==> config.mk <==
export PLATFORM = sky130hd
export DESIGN_NAME = linked_queue_with_search_delete
export DESIGN_NICKNAME = d
export VERILOG_FILES = /design/src/rtl/llq_pkg.sv /design/src/rtl/llq_ram.sv /design/src/rtl/linked_queue_with_search_delete.sv
export SDC_FILE = /design/constraint.sdc
export NUM_CORES = 1
export LEC_CHECK = 0
export CORE_UTILIZATION = 43
export CTS_BUF_LIST = sky130_fd_sc_hd__clkbuf_2
export CTS_CLUSTER_DIAMETER = 60
export DETAILED_ROUTE_END_ITERATION = 10
export DONT_BUFFER_PORTS = 1
export PLACE_DENSITY = 0.63
export SYNTH_ARGS = -nofsm -noshare
export SYNTH_HDL_FRONTEND = slang
export SYNTH_SLANG_ARGS = --single-unit
==> constraint.sdc <==
create_clock -name clk -period 4.6 [get_ports clk]
set_clock_uncertainty 0.1 [all_clocks]
set_input_delay 0.23 -clock clk [delete_from_list [all_inputs] [get_ports clk]]
set_output_delay 0.23 -clock clk [all_outputs]
set_load 0.01 [all_outputs]
==> src/rtl/llq_pkg.sv <==
// Package: request and result payload types, codes and defaults for the linked queue.
package llq_pkg;

  localparam int unsigned DEPTH_DEF      = 16;
  localparam int unsigned DATA_WIDTH_DEF = 32;

  localparam logic [2:0] REQ_PUSH_BACK  = 3'd0;
  localparam logic [2:0] REQ_PUSH_FRONT = 3'd1;
  localparam logic [2:0] REQ_POP        = 3'd2;
  localparam logic [2:0] REQ_PEEK       = 3'd3;
  localparam logic [2:0] REQ_SEARCH     = 3'd4;
  localparam logic [2:0] REQ_DELETE     = 3'd5;
  localparam logic [2:0] REQ_CLEAR      = 3'd6;

  localparam logic [1:0] STATUS_OK    = 2'd0;
  localparam logic [1:0] STATUS_EMPTY = 2'd1;
  localparam logic [1:0] STATUS_FULL  = 2'd2;

  typedef struct packed {
    logic [2:0]  req_type;
    logic [31:0] value;
  } req_t;

  typedef struct packed {
    logic [1:0]  status;
    logic [31:0] result_value;
    logic [4:0]  length;
  } rsp_t;

  typedef enum logic [6:0] {
    S_IDLE   = 7'b0000001,
    S_PFREE  = 7'b0000010,
    S_PLINK  = 7'b0000100,
    S_PTAIL  = 7'b0001000,
    S_CUR    = 7'b0010000,
    S_CMP    = 7'b0100000,
    S_DEL    = 7'b1000000
  } state_t;

endpackage

==> src/rtl/llq_ram.sv <==
// Generic single-write, single-read synchronous RAM with registered read data.
module llq_ram #(
  parameter int unsigned WIDTH = 32,
  parameter int unsigned DEPTH = 16
) (
  input  logic                     clk,
  input  logic                     we,
  input  logic [$clog2(DEPTH)-1:0] waddr,
  input  logic [WIDTH-1:0]         wdata,
  input  logic [$clog2(DEPTH)-1:0] raddr,
  output logic [WIDTH-1:0]         rdata
);

  logic [WIDTH-1:0] mem [DEPTH];
  logic [WIDTH-1:0] rdata_r;

  always_ff @(posedge clk) begin
    if (we) begin
      mem[waddr] <= wdata;
    end
    rdata_r <= mem[raddr];
  end

  assign rdata = rdata_r;

endmodule

==> src/rtl/linked_queue_with_search_delete.sv <==
// Top level: linked-list queue with push, pop, peek, search, delete by match and clear.
// One request is handled at a time and gives one result. Search and delete walk the list
// through the link memory one entry per cycle, until a match or the end of the list.
// Slots never used since the last clear are handed out by a counter, so no clearing pass
// is needed after reset or clear. A new request is taken while the previous result waits,
// as long as that result leaves this cycle.
module linked_queue_with_search_delete #(
  parameter int unsigned DEPTH      = llq_pkg::DEPTH_DEF,
  parameter int unsigned DATA_WIDTH = llq_pkg::DATA_WIDTH_DEF
) (
  input  logic          clk,
  input  logic          rst_n,
  input  logic          in_valid,
  output logic          in_ready,
  input  llq_pkg::req_t in_data,
  output logic          out_valid,
  input  logic          out_ready,
  output llq_pkg::rsp_t out_data,
  input  logic          cfg_valid,
  output logic          cfg_ready,
  input  logic [31:0]   cfg_data
);

  import llq_pkg::*;

  localparam int unsigned AW = $clog2(DEPTH);
  localparam int unsigned CW = $clog2(DEPTH + 1);

  state_t                state_r, state_nxt;
  logic [2:0]            req_r, req_nxt;
  logic [DATA_WIDTH-1:0] val_r, val_nxt;
  logic [31:0]           mask_r;
  logic [AW-1:0]         tail_r, tail_nxt;
  logic [AW-1:0]         free_head_r, free_head_nxt;
  logic [CW-1:0]         count_r, count_nxt;
  logic [CW-1:0]         fresh_r, fresh_nxt;
  logic [CW-1:0]         n_r, n_nxt;
  logic [AW-1:0]         slot_r, slot_nxt;
  logic [AW-1:0]         prev_r, prev_nxt;
  logic [AW-1:0]         cur_r, cur_nxt;
  logic                  out_valid_r, out_valid_nxt;
  rsp_t                  out_r, out_nxt;

  logic                  lw_en, vw_en;
  logic [AW-1:0]         lw_addr, lr_addr, vr_addr;
  logic [AW-1:0]         lw_data, l_rd;
  logic [DATA_WIDTH-1:0] v_rd;

  logic                  accept, fin, hit;
  logic [1:0]            fin_status;
  logic [31:0]           fin_result;

  llq_ram #(.WIDTH(AW), .DEPTH(DEPTH)) u_link_ram (
    .clk   (clk),
    .we    (lw_en),
    .waddr (lw_addr),
    .wdata (lw_data),
    .raddr (lr_addr),
    .rdata (l_rd)
  );

  llq_ram #(.WIDTH(DATA_WIDTH), .DEPTH(DEPTH)) u_value_ram (
    .clk   (clk),
    .we    (vw_en),
    .waddr (slot_r),
    .wdata (val_r),
    .raddr (vr_addr),
    .rdata (v_rd)
  );

  assign in_ready  = (state_r == S_IDLE) && (!out_valid_r || out_ready);
  assign accept    = in_valid && in_ready;
  assign cfg_ready = 1'b1;
  assign out_valid = out_valid_r;
  assign out_data  = out_r;

  assign hit = (req_r == REQ_POP) || (req_r == REQ_PEEK) ||
               (((v_rd ^ val_r) & DATA_WIDTH'(mask_r)) == '0);

  always_comb begin
    state_nxt     = state_r;
    req_nxt       = req_r;
    val_nxt       = val_r;
    tail_nxt      = tail_r;
    free_head_nxt = free_head_r;
    count_nxt     = count_r;
    fresh_nxt     = fresh_r;
    n_nxt         = n_r;
    slot_nxt      = slot_r;
    prev_nxt      = prev_r;
    cur_nxt       = cur_r;
    out_valid_nxt = out_valid_r && !out_ready;
    out_nxt       = out_r;
    lw_en         = 1'b0;
    vw_en         = 1'b0;
    lw_addr       = slot_r;
    lw_data       = slot_r;
    lr_addr       = tail_r;
    vr_addr       = cur_r;
    fin           = 1'b0;
    fin_status    = STATUS_OK;
    fin_result    = '0;

    unique case (state_r)
      S_IDLE: begin
        if (accept) begin
          req_nxt = in_data.req_type;
          val_nxt = DATA_WIDTH'(in_data.value);
          unique case (in_data.req_type) inside
            REQ_PUSH_BACK, REQ_PUSH_FRONT: begin
              if (count_r == CW'(DEPTH)) begin
                fin        = 1'b1;
                fin_status = STATUS_FULL;
              end else if (fresh_r > count_r) begin
                lr_addr   = free_head_r;
                state_nxt = S_PFREE;
              end else begin
                slot_nxt  = fresh_r[AW-1:0];
                fresh_nxt = fresh_r + 1'b1;
                state_nxt = S_PLINK;
              end
            end
            REQ_POP, REQ_PEEK, REQ_SEARCH, REQ_DELETE: begin
              if (count_r == '0) begin
                fin        = 1'b1;
                fin_status = STATUS_EMPTY;
              end else begin
                prev_nxt  = tail_r;
                n_nxt     = '0;
                state_nxt = S_CUR;
              end
            end
            REQ_CLEAR: begin
              count_nxt     = '0;
              fresh_nxt     = '0;
              free_head_nxt = '0;
              tail_nxt      = '0;
              fin           = 1'b1;
            end
            default: begin
              fin = 1'b1;
            end
          endcase
        end
      end
      S_PFREE: begin
        slot_nxt      = free_head_r;
        free_head_nxt = l_rd;
        state_nxt     = S_PLINK;
      end
      S_PLINK: begin
        vw_en   = 1'b1;
        lw_en   = 1'b1;
        lw_data = (count_r == '0) ? slot_r : l_rd;
        if (count_r == '0) begin
          tail_nxt  = slot_r;
          count_nxt = count_r + 1'b1;
          fin       = 1'b1;
          state_nxt = S_IDLE;
        end else begin
          state_nxt = S_PTAIL;
        end
      end
      S_PTAIL: begin
        lw_en   = 1'b1;
        lw_addr = tail_r;
        lw_data = slot_r;
        if (req_r == REQ_PUSH_BACK) begin
          tail_nxt = slot_r;
        end
        count_nxt = count_r + 1'b1;
        fin       = 1'b1;
        state_nxt = S_IDLE;
      end
      S_CUR: begin
        cur_nxt   = l_rd;
        lr_addr   = l_rd;
        vr_addr   = l_rd;
        state_nxt = S_CMP;
      end
      S_CMP: begin
        if (hit) begin
          fin_result = 32'(v_rd);
          if ((req_r == REQ_POP) || (req_r == REQ_DELETE)) begin
            // unlink the entry: predecessor takes over its link
            if (count_r != CW'(1)) begin
              lw_en   = 1'b1;
              lw_addr = prev_r;
              lw_data = l_rd;
            end
            state_nxt = S_DEL;
          end else begin
            fin       = 1'b1;
            state_nxt = S_IDLE;
          end
        end else if (n_r == CW'(count_r - 1'b1)) begin
          fin        = 1'b1;
          fin_status = STATUS_EMPTY;
          state_nxt  = S_IDLE;
        end else begin
          n_nxt    = n_r + 1'b1;
          prev_nxt = cur_r;
          cur_nxt  = l_rd;
          lr_addr  = l_rd;
          vr_addr  = l_rd;
        end
        if (hit) begin
          out_nxt.result_value = 32'(v_rd);
        end
      end
      S_DEL: begin
        // push the freed slot onto the free list
        lw_en         = 1'b1;
        lw_addr       = cur_r;
        lw_data       = free_head_r;
        free_head_nxt = cur_r;
        count_nxt     = count_r - 1'b1;
        fin           = 1'b1;
        fin_result    = out_r.result_value;
        state_nxt     = S_IDLE;
        if (count_r == CW'(1)) begin
          tail_nxt = '0;
        end else if (cur_r == tail_r) begin
          tail_nxt = prev_r;
        end
      end
      default: begin
        state_nxt = S_IDLE;
      end
    endcase

    if (fin) begin
      out_valid_nxt        = 1'b1;
      out_nxt.status       = fin_status;
      out_nxt.result_value = fin_result;
      out_nxt.length       = 5'(count_nxt);
    end
  end

  always_ff @(posedge clk) begin
    if (!rst_n) begin
      state_r     <= S_IDLE;
      mask_r      <= '1;
      tail_r      <= '0;
      free_head_r <= '0;
      count_r     <= '0;
      fresh_r     <= '0;
      out_valid_r <= 1'b0;
    end else begin
      state_r     <= state_nxt;
      tail_r      <= tail_nxt;
      free_head_r <= free_head_nxt;
      count_r     <= count_nxt;
      fresh_r     <= fresh_nxt;
      out_valid_r <= out_valid_nxt;
      if (cfg_valid && cfg_ready) begin
        mask_r <= cfg_data;
      end
    end
  end

  always_ff @(posedge clk) begin
    req_r  <= req_nxt;
    val_r  <= val_nxt;
    n_r    <= n_nxt;
    slot_r <= slot_nxt;
    prev_r <= prev_nxt;
    cur_r  <= cur_nxt;
    out_r  <= out_nxt;
  end

  assert property (@(posedge clk) disable iff (!rst_n) count_r <= CW'(DEPTH))
    else $error("entry count beyond depth");
  assert property (@(posedge clk) disable iff (!rst_n) fresh_r >= count_r)
    else $error("held entries exceed slots ever handed out");
  assert property (@(posedge clk) disable iff (!rst_n) (state_r == S_CMP) |-> (n_r < count_r))
    else $error("walk ran past the held entries");
  assert property (@(posedge clk) disable iff (!rst_n)
                   (state_r != S_IDLE) |-> !out_valid_r || $past(out_valid_r))
    else $error("result raised while a request is still in flight");

endmodule

==> flow_metrics.env <==
export IMPL_clkSlewWorstSetupHoldPaths_ns=0.13
export IMPL_ff2ff_path_depth=11
export IMPL_rr_endpoint="free_head_r[3]"
export IMPL_max_cap_viol_count=0
export IMPL_layout_drive_gt1_share_pct=18.6
export IMPL_syn_instance_count=1832
export IMPL_drtAntennaViolNets=0
export IMPL_syn_nets=1914
export IMPL_cts_inserted_buffers=186
export IMPL_arr_time_crit_path_ns=5.52
export IMPL_max_freq_mhz=228
export IMPL_dr_total_vias=18300
export IMPL_timing_max_slew_rel_slack_pct=27.0
export IMPL_rrSetupSlack_ns=0.22
export IMPL_drc=0
export IMPL_post_synth_main_area_contributors="edfxtp_1 67%, mux2i_1 11%, dfxtp_1 6.6%"
export IMPL_synth_most_common_cell="edfxtp_1"
export IMPL_crit_path_capture="free_head_r[3]"
export IMPL_crit_path_top_delay_cell="dlygate4sd3_1"
export IMPL_syn2layout_area_growth_pct=19.7
export IMPL_first_pass_grt_wire_length_mm=115
export IMPL_fin_crit_ns=4.38
export IMPL_cts_sinks=761
export IMPL_sequentialPowerShare_pct=47.6
export IMPL_number_of_distinct_library_cells_after_synthesis=61
export IMPL_detail_route_vias_per_cell=5.50
export IMPL_power_share_switching_pct=34.5
export IMPL_place_ws_ns=-0.0982
export IMPL_critical_path_top_cell_by_count="dlygate4sd3_1"
export IMPL_core_area_um2=68700
export IMPL_final_nets=2315
export IMPL_layout_worst_path_cycle_share_pct=95.3
export IMPL_timing_final_max_slew_violations=0
export IMPL_p_sw_w=0.00667
export IMPL_layout_setup_ws_ns=0.218
export IMPL_avgRoutedWirePerCell_um=23.4
export IMPL_ordered_cell_list_for_the_critical_path="or3_4, or3_4, nor3b_4, nand3_4, dlygate4sd3_1, o21ai_0, dlygate4sd3_1, o31ai_1, a222oi_1, nor2b_1, dlygate4sd3_1"
export IMPL_grt_max_degree=65
export IMPL_wirelength_mm=77.7
export IMPL_lkg_pwr_nw=12.5
export IMPL_crit_path_end_kind="register"
export IMPL_status="complete, no violations"
export IMPL_hold_viol=0
export IMPL_ys_dominant_reg_cell="edfxtp_1"
export IMPL_synth_seq_cells=761
export IMPL_dp_final_hpwl_mm=42.8
export IMPL_detailedRoute_firstIterationViolations=1839
export IMPL_clockRootBuffer="clkbuf_2"
export IMPL_synth_edff_count=663
export IMPL_critical_path_max_stage_delay_ns=0.68
export IMPL_p_per_area_nw_per_um2=540
export IMPL_critical_path_peak_fanout=9
export IMPL_grt_setup_unrepaired="no"
export IMPL_cts_htree_levels=4
export IMPL_initial_core_util_pct=43.5
export IMPL_share_comb_of_total_power_pct=29.0
export IMPL_die_height_um=266
export IMPL_clk_path_buf_depth=3
export IMPL_number_of_antenna_violations_at_the_first_check_in_global_routing=3
export IMPL_timing_rr_start="state_r[3]"
export IMPL_grt_total_usage_pct=22.1
export IMPL_synth_top_area_share_pct=66.6
export IMPL_cp_start_kind="register"
export IMPL_placementRows=96
export IMPL_portBuffers=0
export IMPL_fp_dieW_um=266
export IMPL_tightestPinTransition_ns=1.09
export IMPL_postSynth_asyncResetShare_pct=0
export IMPL_synth_top_area_cell="edfxtp_1"
export IMPL_vdd_ir_drop_max_mv=0.399
export IMPL_boundaryPins=114
export IMPL_gpl_final_weighted_congestion=0.898
export IMPL_worst_setup_path_type="reg2reg"
export IMPL_post_synth_cell_area_avg_um2=16.3
export IMPL_timing_critical_path_required_ns=5.74
export IMPL_setup_violations=0
export IMPL_power_clock_fraction_pct=23.4
export IMPL_synth_top_cells_by_count="663 x edfxtp_1, 326 x mux2i_1, 103 x a22oi_1"
export IMPL_syn_area_um2=29900
export IMPL_dr_pass1_iters=6
export IMPL_synth_yosys_seq_area_share_pct=73.1
export IMPL_cts_tree="done"
export IMPL_intPower_w=0.0127
export IMPL_grt_overflow_total=0
export IMPL_design_power_total_w=0.0193
export IMPL_grt_pass1_vias=18700
export IMPL_synth_warnings=0
export IMPL_timing_hold_worst_class="in2reg"
export IMPL_worst_setup_path_startpoint="state_r[3]"
export IMPL_die_area_um2=70600
export IMPL_clkLatencyLatePin_ns=1.41
[repair_timing]
| action | 4_1_cts | 5_1_grt |
|---|---|---|
| hold endpoints to repair | 223 | 0 |
| gates resized for setup | 1 | 2 |
| endpoints found under the setup margin | 48 | 50 |
| cloned | 0 | 0 |
| hold buffers | 215 | 0 |
| buffers inserted | 0 | 11 |
| pin swaps | 0 | 1 |
[kinds of logic after synthesis]
logic type / count (synthesis) / share of synthesized area [%]
buffers and inverters: 118 / 1.71
multiplexers: 329 / 11.0
adder cells (fa/ha/maj): 10 / 0.418
flip-flops: 761 / 73.1
other: 1 / 0.0125
AND/OR/NAND/NOR: 284 / 4.94
XOR/XNOR: 51 / 1.54
AO/OA/AOI/OAI: 278 / 7.24
[state kept, by name, summed over array words and instances, names as in the netlist]
| signal | cells |
|---|---|
| u_value_ram.mem | 512 |
| u_link_ram.mem | 64 |
| out_data | 39 |
| mask_r | 32 |
| u_value_ram.rdata | 32 |
| val_r | 32 |
| state_r | 7 |
| count_r | 5 |
| fresh_r | 5 |
| n_r | 5 |
| cur_r | 4 |
| free_head_r | 4 |
| prev_r | 4 |
| slot_r | 4 |
| tail_r | 4 |
| u_link_ram.rdata | 4 |
| req_r | 3 |
| out_valid | 1 |
[worst max-delay path, delay by kind of cell (launching register included)]
kind	cells	cell delay [ns]
buffers and inverters	3	1.82
and+or+nand+nor	5	1.34
DFF	1	0.34
AOI/OAI and AO/OA	3	0.71
[final cells by class]
type	count	area (µm²)
multi-input cells	953	7740
clock inverters	61	339
flip-flops and latches	761	21900
fillers	5742	32900
clock buffers	282	1410
diodes	5	12.5
inverters	21	78.8
repair buffers	310	3190
well taps	931	1160
[layout by cell type, fill, tap and decap left out, types with 11 or more instances in the layout]
cell             n
edfxtp_1       663
a22oi_1        102
a22o_1          33
nand2b_1        14
nand3_1         16
and2_1          38
nor3_1          17
buf_12          25
xor2_1          42
dlygate4sd3_1  212
a221oi_1        68
nand2_1         76
inv_1           20
dfxtp_1         98
mux2i_1        325
buf_4           72
clkinv_1        39
clkbuf_2       282
nor2_4          13
o21ai_0         23
nand4_1         11
nor2_1          42
[power groups by stage]
stage                     combinational, W  clock (W)  sequential (W)
final                              0.00561    0.00452         0.00921
after global routing               0.00599    0.00498         0.00928
after CTS                          0.00551    0.00464         0.00924
after detailed placement           0.00529          0         0.00938
after global placement             0.00523          0         0.00937
after floorplan                    0.00344          0         0.00910
[stage by stage]
stage | hold slack (ns) | setup TNS (ns) | utilization (%) | instance area [µm²] | instances
floorplan | 0.229 | 0 | - | 29900 | 1832
global placement | 0.228 | -0.327 | 46.2 | 31700 | 2750
detailed placement | 0.229 | -1.94 | 46.2 | 31700 | 2750
CTS | 0.0135 | 0 | 51.9 | 35700 | 3308
global route | 0.134 | 0 | 52.1 | 35800 | 3323
finish | 0.218 | 0 | 52.1 | 35800 | 3324
[worst min path at each step]
| stage | startpoint | endpoint | slack [ns] | depth (start not counted) |
|---|---|---|---|---|
| after floorplan | in_data[32] | req_r[0] | 0.23 | 0 |
| after global placement | rst_n | state_r[0] | 0.23 | 1 |
| after detailed placement | in_data[8] | val_r[8] | 0.23 | 0 |
| after CTS | in_data[33] | req_r[1] | 0.01 | 2 |
| after global routing | cfg_valid | mask_r[31] | 0.13 | 5 |
| final | cfg_valid | mask_r[5] | 0.22 | 5 |
[layer usage]
| layer | share of wire [%] | GRT usage [%] | routed length [µm] |
|---|---|---|---|
| met5 | 0 | 0 | 0 |
| met4 | 2.4 | 8.40 | 1900 |
| met1 | 41 | 28.7 | 32100 |
| met3 | 8.0 | 5.20 | 6180 |
| met2 | 48 | 36.0 | 37500 |
No activity file was read; power rests on OpenSTA's default activity.
